`src/rtl/shell_command_tokenizer_assert.svh`:
```
// Assertion macros shared by the tokenizer RTL.
`ifndef SHELL_COMMAND_TOKENIZER_ASSERT_SVH
`define SHELL_COMMAND_TOKENIZER_ASSERT_SVH

// Property checked at every clock edge outside reset.
`define SCT_ASSERT(label, clk, rst, prop, msg) \
   label: assert property (@(posedge clk) disable iff (rst) (prop)) else $error(msg);

// Consequent checked in the cycle after the antecedent.
`define SCT_ASSERT_NEXT(label, clk, rst, ante, cons, msg) \
   label: assert property (@(posedge clk) disable iff (rst) (ante) |=> (cons)) else $error(msg);

`endif

```
`src/rtl/sct_pkg.sv`:
```
// Package: types, codes and character classes of the command tokenizer.
`timescale 1ns / 1ps
package sct_pkg;

   localparam int CH_W      = 8;
   localparam int KIND_W    = 3;
   localparam int NUM_SLOTS = 3;
   localparam int SLOT_W    = 2;
   localparam int CMD_FIFO_DEPTH = 2;

   // result kinds
   localparam logic [KIND_W-1:0] KIND_SYM    = 3'd0;
   localparam logic [KIND_W-1:0] KIND_END    = 3'd1;
   localparam logic [KIND_W-1:0] KIND_ACCEPT = 3'd2;
   localparam logic [KIND_W-1:0] KIND_REJECT = 3'd3;
   localparam logic [KIND_W-1:0] KIND_DROP   = 3'd4;

   // characters
   localparam logic [CH_W-1:0] CH_NEWLINE = 8'd10;
   localparam logic [CH_W-1:0] CH_TAB     = 8'd9;
   localparam logic [CH_W-1:0] CH_SPACE   = 8'd32;
   localparam logic [CH_W-1:0] CH_DOLLAR  = 8'd36;
   localparam logic [CH_W-1:0] CH_UNDER   = 8'd95;
   localparam logic [CH_W-1:0] CH_SLASH   = 8'd47;
   localparam logic [CH_W-1:0] CH_DOT     = 8'd46;
   localparam logic [CH_W-1:0] CH_PIPE    = 8'd124;
   localparam logic [CH_W-1:0] CH_AMP     = 8'd38;
   localparam logic [CH_W-1:0] CH_SEMI    = 8'd59;
   localparam logic [CH_W-1:0] CH_GT      = 8'd62;
   localparam logic [CH_W-1:0] CH_LT      = 8'd60;
   localparam logic [CH_W-1:0] CH_LPAREN  = 8'd40;
   localparam logic [CH_W-1:0] CH_RPAREN  = 8'd41;
   localparam logic [CH_W-1:0] CH_0       = 8'd48;
   localparam logic [CH_W-1:0] CH_9       = 8'd57;
   localparam logic [CH_W-1:0] CH_LA      = 8'd97;
   localparam logic [CH_W-1:0] CH_LZ      = 8'd122;
   localparam logic [CH_W-1:0] CH_UA      = 8'd65;
   localparam logic [CH_W-1:0] CH_UZ      = 8'd90;

   // up to three results produced by one request, packed from slot 0
   typedef struct packed {
      logic [SLOT_W-1:0]                     count;
      logic [NUM_SLOTS-1:0][KIND_W-1:0]      kind;
      logic [NUM_SLOTS-1:0][CH_W-1:0]        sym;
   } cmd_type;

   function automatic logic is_word(input logic [CH_W-1:0] c);
      return c == CH_DOLLAR || c == CH_UNDER || c == CH_SLASH || c == CH_DOT ||
             (c >= CH_0 && c <= CH_9) || (c >= CH_LA && c <= CH_LZ) ||
             (c >= CH_UA && c <= CH_UZ);
   endfunction

   function automatic logic is_pair(input logic [CH_W-1:0] c);
      return c == CH_GT || c == CH_AMP || c == CH_PIPE;
   endfunction

   function automatic logic is_oper(input logic [CH_W-1:0] c);
      return c == CH_SEMI || c == CH_LT || c == CH_LPAREN || c == CH_RPAREN;
   endfunction

   function automatic logic is_blank(input logic [CH_W-1:0] c);
      return c == CH_SPACE || c == CH_TAB;
   endfunction

endpackage

```
`src/rtl/sct_front.sv`:
```
// Front end: line/token state and per-request result command builder.
`timescale 1ns / 1ps
module sct_front (
   input  logic                      clock,
   input  logic                      reset,
   input  logic                      req_push,
   input  logic [sct_pkg::CH_W-1:0]  req_ch,
   input  logic                      req_end_of_input,
   input  logic                      cmd_full,
   output logic                      cmd_push,
   output sct_pkg::cmd_type          cmd_data
);

   logic [sct_pkg::CH_W-1:0] prev_char_ff, prev_char_in;
   logic prev_valid_ff, prev_valid_in;
   logic pair_open_ff, pair_open_in;
   logic token_open_ff, token_open_in;
   logic line_bad_ff, line_bad_in;
   logic accept;

   assign accept = req_push && !cmd_full;

   always_comb begin
      sct_pkg::cmd_type         cmd;
      logic [sct_pkg::SLOT_W-1:0] n;
      logic [sct_pkg::CH_W-1:0]   c;
      cmd           = '0;
      n             = '0;
      c             = req_ch;
      prev_char_in  = prev_char_ff;
      prev_valid_in = prev_valid_ff;
      pair_open_in  = pair_open_ff;
      token_open_in = token_open_ff;
      line_bad_in   = line_bad_ff;

      if (req_end_of_input) begin
         if (prev_valid_ff || token_open_ff) begin
            if (token_open_ff) begin
               cmd.kind[n] = sct_pkg::KIND_END;
               n = n + 2'd1;
            end
            cmd.kind[n] = sct_pkg::KIND_DROP;
            n = n + 2'd1;
         end
         prev_char_in  = '0;
         prev_valid_in = 1'b0;
         pair_open_in  = 1'b0;
         token_open_in = 1'b0;
         line_bad_in   = 1'b0;
      end else if (c == sct_pkg::CH_NEWLINE) begin
         if (token_open_ff) begin
            cmd.kind[n] = sct_pkg::KIND_END;
            n = n + 2'd1;
         end
         cmd.kind[n] = line_bad_ff ? sct_pkg::KIND_REJECT : sct_pkg::KIND_ACCEPT;
         n = n + 2'd1;
         prev_char_in  = '0;
         prev_valid_in = 1'b0;
         pair_open_in  = 1'b0;
         token_open_in = 1'b0;
         line_bad_in   = 1'b0;
      end else begin
         if (!sct_pkg::is_pair(c)) pair_open_in = 1'b0;
         if (sct_pkg::is_blank(c)) begin
            if (token_open_ff) begin
               cmd.kind[n] = sct_pkg::KIND_END;
               n = n + 2'd1;
            end
            token_open_in = 1'b0;
         end else if (sct_pkg::is_word(c)) begin
            // a word right after > & | closes that operator first
            if (token_open_ff && prev_valid_ff && sct_pkg::is_pair(prev_char_ff)) begin
               cmd.kind[n] = sct_pkg::KIND_END;
               n = n + 2'd1;
            end
            cmd.kind[n] = sct_pkg::KIND_SYM;
            cmd.sym[n]  = c;
            n = n + 2'd1;
            token_open_in = 1'b1;
         end else if (sct_pkg::is_pair(c)) begin
            if (pair_open_ff && prev_valid_ff && prev_char_ff == c) begin
               cmd.kind[n] = sct_pkg::KIND_SYM;
               cmd.sym[n]  = c;
               n = n + 2'd1;
               cmd.kind[n] = sct_pkg::KIND_END;
               n = n + 2'd1;
               token_open_in = 1'b0;
               pair_open_in  = 1'b0;
            end else begin
               if (token_open_ff) begin
                  cmd.kind[n] = sct_pkg::KIND_END;
                  n = n + 2'd1;
               end
               cmd.kind[n] = sct_pkg::KIND_SYM;
               cmd.sym[n]  = c;
               n = n + 2'd1;
               token_open_in = 1'b1;
               pair_open_in  = 1'b1;
            end
         end else if (sct_pkg::is_oper(c)) begin
            if (token_open_ff) begin
               cmd.kind[n] = sct_pkg::KIND_END;
               n = n + 2'd1;
            end
            cmd.kind[n] = sct_pkg::KIND_SYM;
            cmd.sym[n]  = c;
            n = n + 2'd1;
            cmd.kind[n] = sct_pkg::KIND_END;
            n = n + 2'd1;
            token_open_in = 1'b0;
         end else begin
            line_bad_in = 1'b1;
         end
         prev_char_in  = c;
         prev_valid_in = 1'b1;
      end
      cmd.count = n;
      cmd_data  = cmd;
      cmd_push  = accept && (n != '0);
   end

   always_ff @(posedge clock) begin
      if (reset) begin
         prev_char_ff  <= '0;
         prev_valid_ff <= 1'b0;
         pair_open_ff  <= 1'b0;
         token_open_ff <= 1'b0;
         line_bad_ff   <= 1'b0;
      end else if (accept) begin
         prev_char_ff  <= prev_char_in;
         prev_valid_ff <= prev_valid_in;
         pair_open_ff  <= pair_open_in;
         token_open_ff <= token_open_in;
         line_bad_ff   <= line_bad_in;
      end
   end

endmodule

```
`src/rtl/sct_cmd_fifo.sv`:
```
// Short register queue of result commands between front and back end.
`timescale 1ns / 1ps
`include "shell_command_tokenizer_assert.svh"
module sct_cmd_fifo #(
   parameter int DEPTH = sct_pkg::CMD_FIFO_DEPTH
) (
   input  logic             clock,
   input  logic             reset,
   input  logic             push,
   input  sct_pkg::cmd_type push_data,
   output logic             full,
   input  logic             pop,
   output sct_pkg::cmd_type pop_data,
   output logic             empty
);

   localparam int PTR_W = (DEPTH > 1) ? $clog2(DEPTH) : 1;
   localparam int CNT_W = $clog2(DEPTH + 1);
   localparam logic [PTR_W-1:0] LAST_PTR = PTR_W'(DEPTH - 1);
   localparam logic [CNT_W-1:0] DEPTH_CNT = CNT_W'(DEPTH);

   sct_pkg::cmd_type mem_ff [DEPTH];
   logic [PTR_W-1:0] wr_ptr_ff, wr_ptr_in;
   logic [PTR_W-1:0] rd_ptr_ff, rd_ptr_in;
   logic [CNT_W-1:0] count_ff, count_in;

   assign full     = (count_ff == DEPTH_CNT);
   assign empty    = (count_ff == '0);
   assign pop_data = mem_ff[rd_ptr_ff];

   always_comb begin
      wr_ptr_in = wr_ptr_ff;
      rd_ptr_in = rd_ptr_ff;
      count_in  = count_ff;
      if (push) wr_ptr_in = (wr_ptr_ff == LAST_PTR) ? '0 : wr_ptr_ff + 1'b1;
      if (pop)  rd_ptr_in = (rd_ptr_ff == LAST_PTR) ? '0 : rd_ptr_ff + 1'b1;
      if (push && !pop)      count_in = count_ff + 1'b1;
      else if (pop && !push) count_in = count_ff - 1'b1;
   end

   always_ff @(posedge clock) begin
      if (reset) begin
         wr_ptr_ff <= '0;
         rd_ptr_ff <= '0;
         count_ff  <= '0;
      end else begin
         wr_ptr_ff <= wr_ptr_in;
         rd_ptr_ff <= rd_ptr_in;
         count_ff  <= count_in;
      end
   end

   always_ff @(posedge clock) begin
      if (push) mem_ff[wr_ptr_ff] <= push_data;
   end

   `SCT_ASSERT(a_no_push_full, clock, reset, !(push && full), "push into full command queue")
   `SCT_ASSERT(a_no_pop_empty, clock, reset, !(pop && empty), "pop from empty command queue")

endmodule

```
`src/rtl/sct_back.sv`:
```
// Back end: walks one command's result slots onto the result port.
`timescale 1ns / 1ps
`include "shell_command_tokenizer_assert.svh"
module sct_back (
   input  logic                        clock,
   input  logic                        reset,
   input  logic                        cmd_empty,
   input  sct_pkg::cmd_type            cmd_data,
   output logic                        cmd_pop,
   output logic                        rsp_empty,
   input  logic                        rsp_pop,
   output logic [sct_pkg::KIND_W-1:0]  rsp_kind,
   output logic [sct_pkg::CH_W-1:0]    rsp_sym,
   output logic                        rsp_last
);

   sct_pkg::cmd_type cur_ff;
   logic busy_ff, busy_in;
   logic [sct_pkg::SLOT_W-1:0] idx_ff, idx_in;
   logic is_last;
   logic load;

   assign is_last   = (idx_ff + 2'd1) == cur_ff.count;
   assign rsp_empty = !busy_ff;
   assign rsp_kind  = cur_ff.kind[idx_ff];
   assign rsp_sym   = cur_ff.sym[idx_ff];
   assign rsp_last  = is_last;
   // take the next command as the last slot of this one leaves
   assign load      = !cmd_empty && (!busy_ff || (rsp_pop && is_last));
   assign cmd_pop   = load;

   always_comb begin
      busy_in = busy_ff;
      idx_in  = idx_ff;
      if (load) begin
         busy_in = 1'b1;
         idx_in  = '0;
      end else if (busy_ff && rsp_pop) begin
         if (is_last) busy_in = 1'b0;
         else         idx_in  = idx_ff + 2'd1;
      end
   end

   always_ff @(posedge clock) begin
      if (reset) begin
         busy_ff <= 1'b0;
         idx_ff  <= '0;
      end else begin
         busy_ff <= busy_in;
         idx_ff  <= idx_in;
      end
   end

   always_ff @(posedge clock) begin
      if (load) cur_ff <= cmd_data;
   end

   `SCT_ASSERT(a_cmd_nonempty, clock, reset, !busy_ff || cur_ff.count != '0, "empty command loaded")
   `SCT_ASSERT(a_idx_in_range, clock, reset, !busy_ff || idx_ff < cur_ff.count, "slot index past count")
   `SCT_ASSERT_NEXT(a_slot_advance, clock, reset, busy_ff && rsp_pop && !is_last, busy_ff && idx_ff == $past(idx_ff) + 2'd1, "slot did not advance")

endmodule

```
`src/rtl/shell_command_tokenizer.sv`:
```
// Shell command tokenizer: one character per request in, token stream out.
//
// Request channel (req_*): push a character byte (req_ch) or an end-of-input
// mark (req_end_of_input) while req_full is low. Each request yields zero to
// three results: token symbols, token-end markers and a line verdict
// (accepted, rejected, dropped).
// Result channel (rsp_*): while rsp_empty is low the oldest result sits on
// rsp_kind / rsp_sym / rsp_last; rsp_pop takes it. rsp_last flags the final
// result of a request.
// The first result of a request is written into the command queue, then loaded
// into the back end's slot register, and only then sits on the rsp_ ports.
// Results leave at one per cycle while the receiver pops and results are
// queued, set by the back end emitting one slot per cycle.
// The front end accepts a new request every cycle while the command queue
// has room, so a stalled receiver only backs up once the queue fills.
// Reset (synchronous, active high) starts a fresh line and empties the queue.
`timescale 1ns / 1ps
module shell_command_tokenizer #(
   parameter int CMD_FIFO_DEPTH = sct_pkg::CMD_FIFO_DEPTH
) (
   input  logic                        clock,
   input  logic                        reset,
   input  logic                        req_push,
   output logic                        req_full,
   input  logic [sct_pkg::CH_W-1:0]    req_ch,
   input  logic                        req_end_of_input,
   output logic                        rsp_empty,
   input  logic                        rsp_pop,
   output logic [sct_pkg::KIND_W-1:0]  rsp_kind,
   output logic [sct_pkg::CH_W-1:0]    rsp_sym,
   output logic                        rsp_last
);

   sct_pkg::cmd_type push_cmd;
   sct_pkg::cmd_type pop_cmd;
   logic cmd_push;
   logic cmd_pop;
   logic cmd_full;
   logic cmd_empty;

   // request is refused only when the command queue is full
   assign req_full = cmd_full;

   sct_front u_front (
      .clock            (clock),
      .reset            (reset),
      .req_push         (req_push),
      .req_ch           (req_ch),
      .req_end_of_input (req_end_of_input),
      .cmd_full         (cmd_full),
      .cmd_push         (cmd_push),
      .cmd_data         (push_cmd)
   );

   sct_cmd_fifo #(
      .DEPTH (CMD_FIFO_DEPTH)
   ) u_fifo (
      .clock     (clock),
      .reset     (reset),
      .push      (cmd_push),
      .push_data (push_cmd),
      .full      (cmd_full),
      .pop       (cmd_pop),
      .pop_data  (pop_cmd),
      .empty     (cmd_empty)
   );

   sct_back u_back (
      .clock     (clock),
      .reset     (reset),
      .cmd_empty (cmd_empty),
      .cmd_data  (pop_cmd),
      .cmd_pop   (cmd_pop),
      .rsp_empty (rsp_empty),
      .rsp_pop   (rsp_pop),
      .rsp_kind  (rsp_kind),
      .rsp_sym   (rsp_sym),
      .rsp_last  (rsp_last)
   );

endmodule
```
`config.mk`:
```
export PLATFORM = sky130hd
export DESIGN_NAME = shell_command_tokenizer
export DESIGN_NICKNAME = d
export VERILOG_FILES = /design/src/rtl/sct_pkg.sv /design/src/rtl/sct_front.sv /design/src/rtl/sct_cmd_fifo.sv /design/src/rtl/sct_back.sv /design/src/rtl/shell_command_tokenizer.sv
export VERILOG_INCLUDE_DIRS = /design/src /design/src/rtl
export SDC_FILE = /design/constraint.sdc
export NUM_CORES = 1
export LEC_CHECK = 0
export ABC_AREA = 1
export BUFFER_PORTS_ARGS = -buffer_cell sky130_fd_sc_hd__buf_2
export CAP_MARGIN = 20
export CELL_PAD_IN_SITES_DETAIL_PLACEMENT = 0
export CELL_PAD_IN_SITES_GLOBAL_PLACEMENT = 2
export CORE_MARGIN = 5
export CORE_UTILIZATION = 38
export CTS_CLUSTER_DIAMETER = 100
export DETAILED_ROUTE_END_ITERATION = 10
export HOLD_SLACK_MARGIN = 0.15
export PLACE_DENSITY_LB_ADDON = 0.2
export SYNTH_ARGS = -nofsm -noshare
export SYNTH_HDL_FRONTEND = slang
export SYNTH_SLANG_ARGS = --single-unit
export TNS_END_PERCENT = 100
```
`constraint.sdc`:
```
create_clock -name clock -period 4 [get_ports clock]
set_input_delay 0.8 -clock clock [delete_from_list [all_inputs] [get_ports clock]]
set_output_delay 0.8 -clock clock [all_outputs]
set_load 0.01 [all_outputs]
```
==> impl_metrics.toml <==
[status]
run_status = "completed"

[layout]
antenna_cells_inserted = 0
fin_area_um2 = 4942
layout-drive-gt1-share = 0.1322
fin_util = 0.4366
count_of_placed_standard_cells_in_the_final_layout_fillers_left_out = 665
final_net_count = 531
area_growth_pct = 13.25

[worst_setup_path]
timing.critical_path.required_ns = 4.22
max_stage_delay_ns = 0.31
crit_top_cell = "nand2_1"
crit_path_cell_trace = "buf_2 > inv_1 > nand2_1 > nor3_1 > nand3_1 > nand2_1 > nor2_1 > a21oi_2 > nand3_2 > nand2_1 > inv_1 > ha_1 > a21oi_1 > o21ai_0 > o21ai_0 > a21oi_1"
critPathTopFamily = "simple AND/OR/NAND/NOR gates"
worstPathMaxFanout = 6
type_of_element_launching_the_critical_path = "primary input"
worst_setup_path_end_kind = "flip-flop"
criticalPathCategory = "primary input to flip-flop"
critPathArrivalTime_ns = 3.21
crit_slowest_cell = "ha_1"
worstPathBufferInverterCount = 3

[clock_tree]
post_cts.resized_instances = 0
number_of_buffers_created_by_cts = 9
clk_latency_ns = 0.34
cts_setup_buffers = 0
cts-hold-fix-buffers = 0
cts_htree_levels = 3
cts-root-to-sink-buffers = 2
tritoncts_num_sinks = 94
cts.clk_slew.worst_paths_ns = 0.07
cts_tree = "yes"
ctsRootBufferMaster = "clkbuf_16"

[placement]
place.detailed.instances = 649
placedInstanceArea_um2 = 4652
detailedPlacementHpwl_um = 6641
gp_routability_congestion = 0.8877
port_buffers = 26

[timing]
report.final.setup_viol = 0
fin_worst_skew_ns = 0.006760
setup_total_negative_slack_ns = 0
finalMaxSlewViolations = 0
rsz_0062_raised_after_global_routing = "no"
final.min_clock_period_ns = 2.985
max_freq_mhz = 335.0
hold_viol_final = 0
finalCritPeriodShare = 0.7463

[drt]
viasPerCell = 4.717
post_drt_wl_per_cell_um = 13.87
detail-route-antenna-nets = 0
drt_iter0_markers = 120
vias_after_detailed_routing = 3137
totalWireLength_um = 9226
drc_errors = 0
drt-pass1-iter-count = 4

[yosys]
synth-seq-cells = 94
ys.warnings.count = 0
synthesis.area_um2 = 4364
synth_cells = 488
yosysTopAreaCellShare = 0.5161
synth_area_leader_cell = "edfxtp_1"
synth-seq-area-share = 0.6032
synth-simple-area-share = 0.2489
netlist_top_cells_area = "edfxtp_1 52%, nand2_1 13%, dfxtp_1 8.7%"
synth_top_family_by_area = "simple AND/OR/NAND/NOR gates"
synth-xor-area-share = 0.006021
yosys-mux-area-fraction = 0
synth-adder-area-share = 0.002867
post_synth_cell_types = 33
synth.avg_cell_area_um2 = 8.943
synth_area_in_compound_gates = 0.08028

[power_and_ir_drop]
cellLeakagePower_nw = 2.094
max-vdd-ir-drop_mv = 0.2844
total_power_mw = 2.958
powerDensity_nw_per_um2 = 598.4

[grt]
gr-usage-all-layers = 0.1458
initial_antenna_violation_count = 0
pin_count_of_the_biggest_net_entering_global_routing = 29
grt_pass1_wl_um = 15300
grt_overflow = 0
vias_in_the_first_global_route = 3005

[floorplan]
die_width_um = 117.2
coreArea_um2 = 11320
num_io_pins = 27
initial_core_util = 0.3855
die_h_um = 117.2
die_footprint_um2 = 13730
placementRows = 39

[job]
cap_viol_max_count = 0

[worst_hold_path]
type_of_the_tightest_min_delay_check = "flip-flop to flip-flop"
worst paths after layout:
check | slack, ns | depth (start not counted) | end | startpoint
worst max-delay path | 1.01 | 16 | u_fifo.count_ff[1] | req_ch[7]
worst min-delay path | 0.47 | 2 | u_front.pair_open_ff | u_front.pair_open_ff
worst max register to register | 1.39 | 16 | u_fifo.count_ff[1] | u_back.idx_ff[0]
worst min register to register | 0.47 | 2 | u_front.pair_open_ff | u_front.pair_open_ff
logic make-up after synthesis:
logic type,Yosys count
AO/OA/AOI/OAI,62
adder cells (fa/ha/maj),1
XOR/XNOR,3
buffers and inverters,63
flip-flops,94
other,1
AND/OR/NAND/NOR,264
flip-flops by register name (all words and copies together), names as in the netlist:
signal and cells:
u_fifo.mem_ff 50, u_back.busy_ff 1, u_fifo.count_ff 2, u_back.idx_ff 2, u_front.prev_valid_ff 1, u_front.prev_char_ff 8
u_front.token_open_ff 1, u_back.cur_ff 25, u_fifo.rd_ptr_ff 1, u_fifo.wr_ptr_ff 1, u_front.pair_open_ff 1, u_front.line_bad_ff 1
per-stage QoR:
stage | hold slack [ns] | worst slack, ns
CTS | 0.4739 | 1.060
global placement | 0.4561 | 0.6295
detailed placement | 0.4640 | 0.6983
finish | 0.4701 | 1.015
global route | 0.5142 | 0.7654
floorplan | 0.4393 | 0.6420
power breakdown:
group | switching, mW | internal [mW]
sequential | 0.0636 | 1.32
clock | 0.345 | 0.483
combinational | 0.517 | 0.228
total | 0.926 | 2.03
cells in the mapped netlist (all sizes together):
cell type    n
a211oi       2
a21oi       23
a22oi        1
buf          5
clkbuf      12
clkinv       1
conb         1
dfxtp       19
edfxtp      75
ha           1
inv         45
nand2      156
nand3       17
nand4        6
nor2        79
nor3         5
o211a        1
o21ai       33
o21ba        1
o311ai       1
or2          1
xor2         3
cells in the final DEF, fill, tap and decap left out, drive strengths merged:
master / netlist / final
edfxtp: 75 / 75
a22oi: 1 / 1
bufinv: 0 / 1
o311ai: 1 / 1
a21oi: 23 / 23
xor2: 3 / 3
clkbuf: 12 / 10
o21ai: 33 / 33
dfxtp: 19 / 19
nand4: 6 / 6
buf: 5 / 32
conb: 1 / 4
nand3: 17 / 17
ha: 1 / 1
o211a: 1 / 1
a211oi: 2 / 2
inv: 45 / 46
nor2: 79 / 79
or2: 1 / 1
o21ba: 1 / 1
clkinv: 1 / 5
nor3: 5 / 5
nand2: 156 / 156
metal layers:
layer	wire [um]	global-route usage	up-vias
li1	-	-	1650
met1	4304	0.1875	1418
met2	4392	0.2406	52
met3	351	0.03496	17
met4	178	0.05199	0
met5	0	0	-
cell type report:
cell class | count | area [um^2]
inverter | 46 | 172.7
clock buffer | 10 | 229.0
clock inverter | 6 | 61.31
sequential | 94 | 2633
multi-input combinational | 334 | 1493
tap | 143 | 178.9
fill | 1148 | 6379
timing repair buffer | 32 | 175.2
worst register-to-register path, stage by stage, from the launching register on:
cell and delay (ns):
dfxtp_1 0.29, buf_4 0.18, inv_1 0.33, nand2_1 0.09
nand2_1 0.10, inv_1 0.06, or2_1 0.20, nand3_1 0.10
inv_1 0.06, a21oi_1 0.25, a21oi_2 0.06, inv_1 0.09
ha_1 0.25, a21oi_1 0.11, o21ai_0 0.11, o21ai_0 0.16
a21oi_1 0.06
Power figures use the tool's default switching activity.
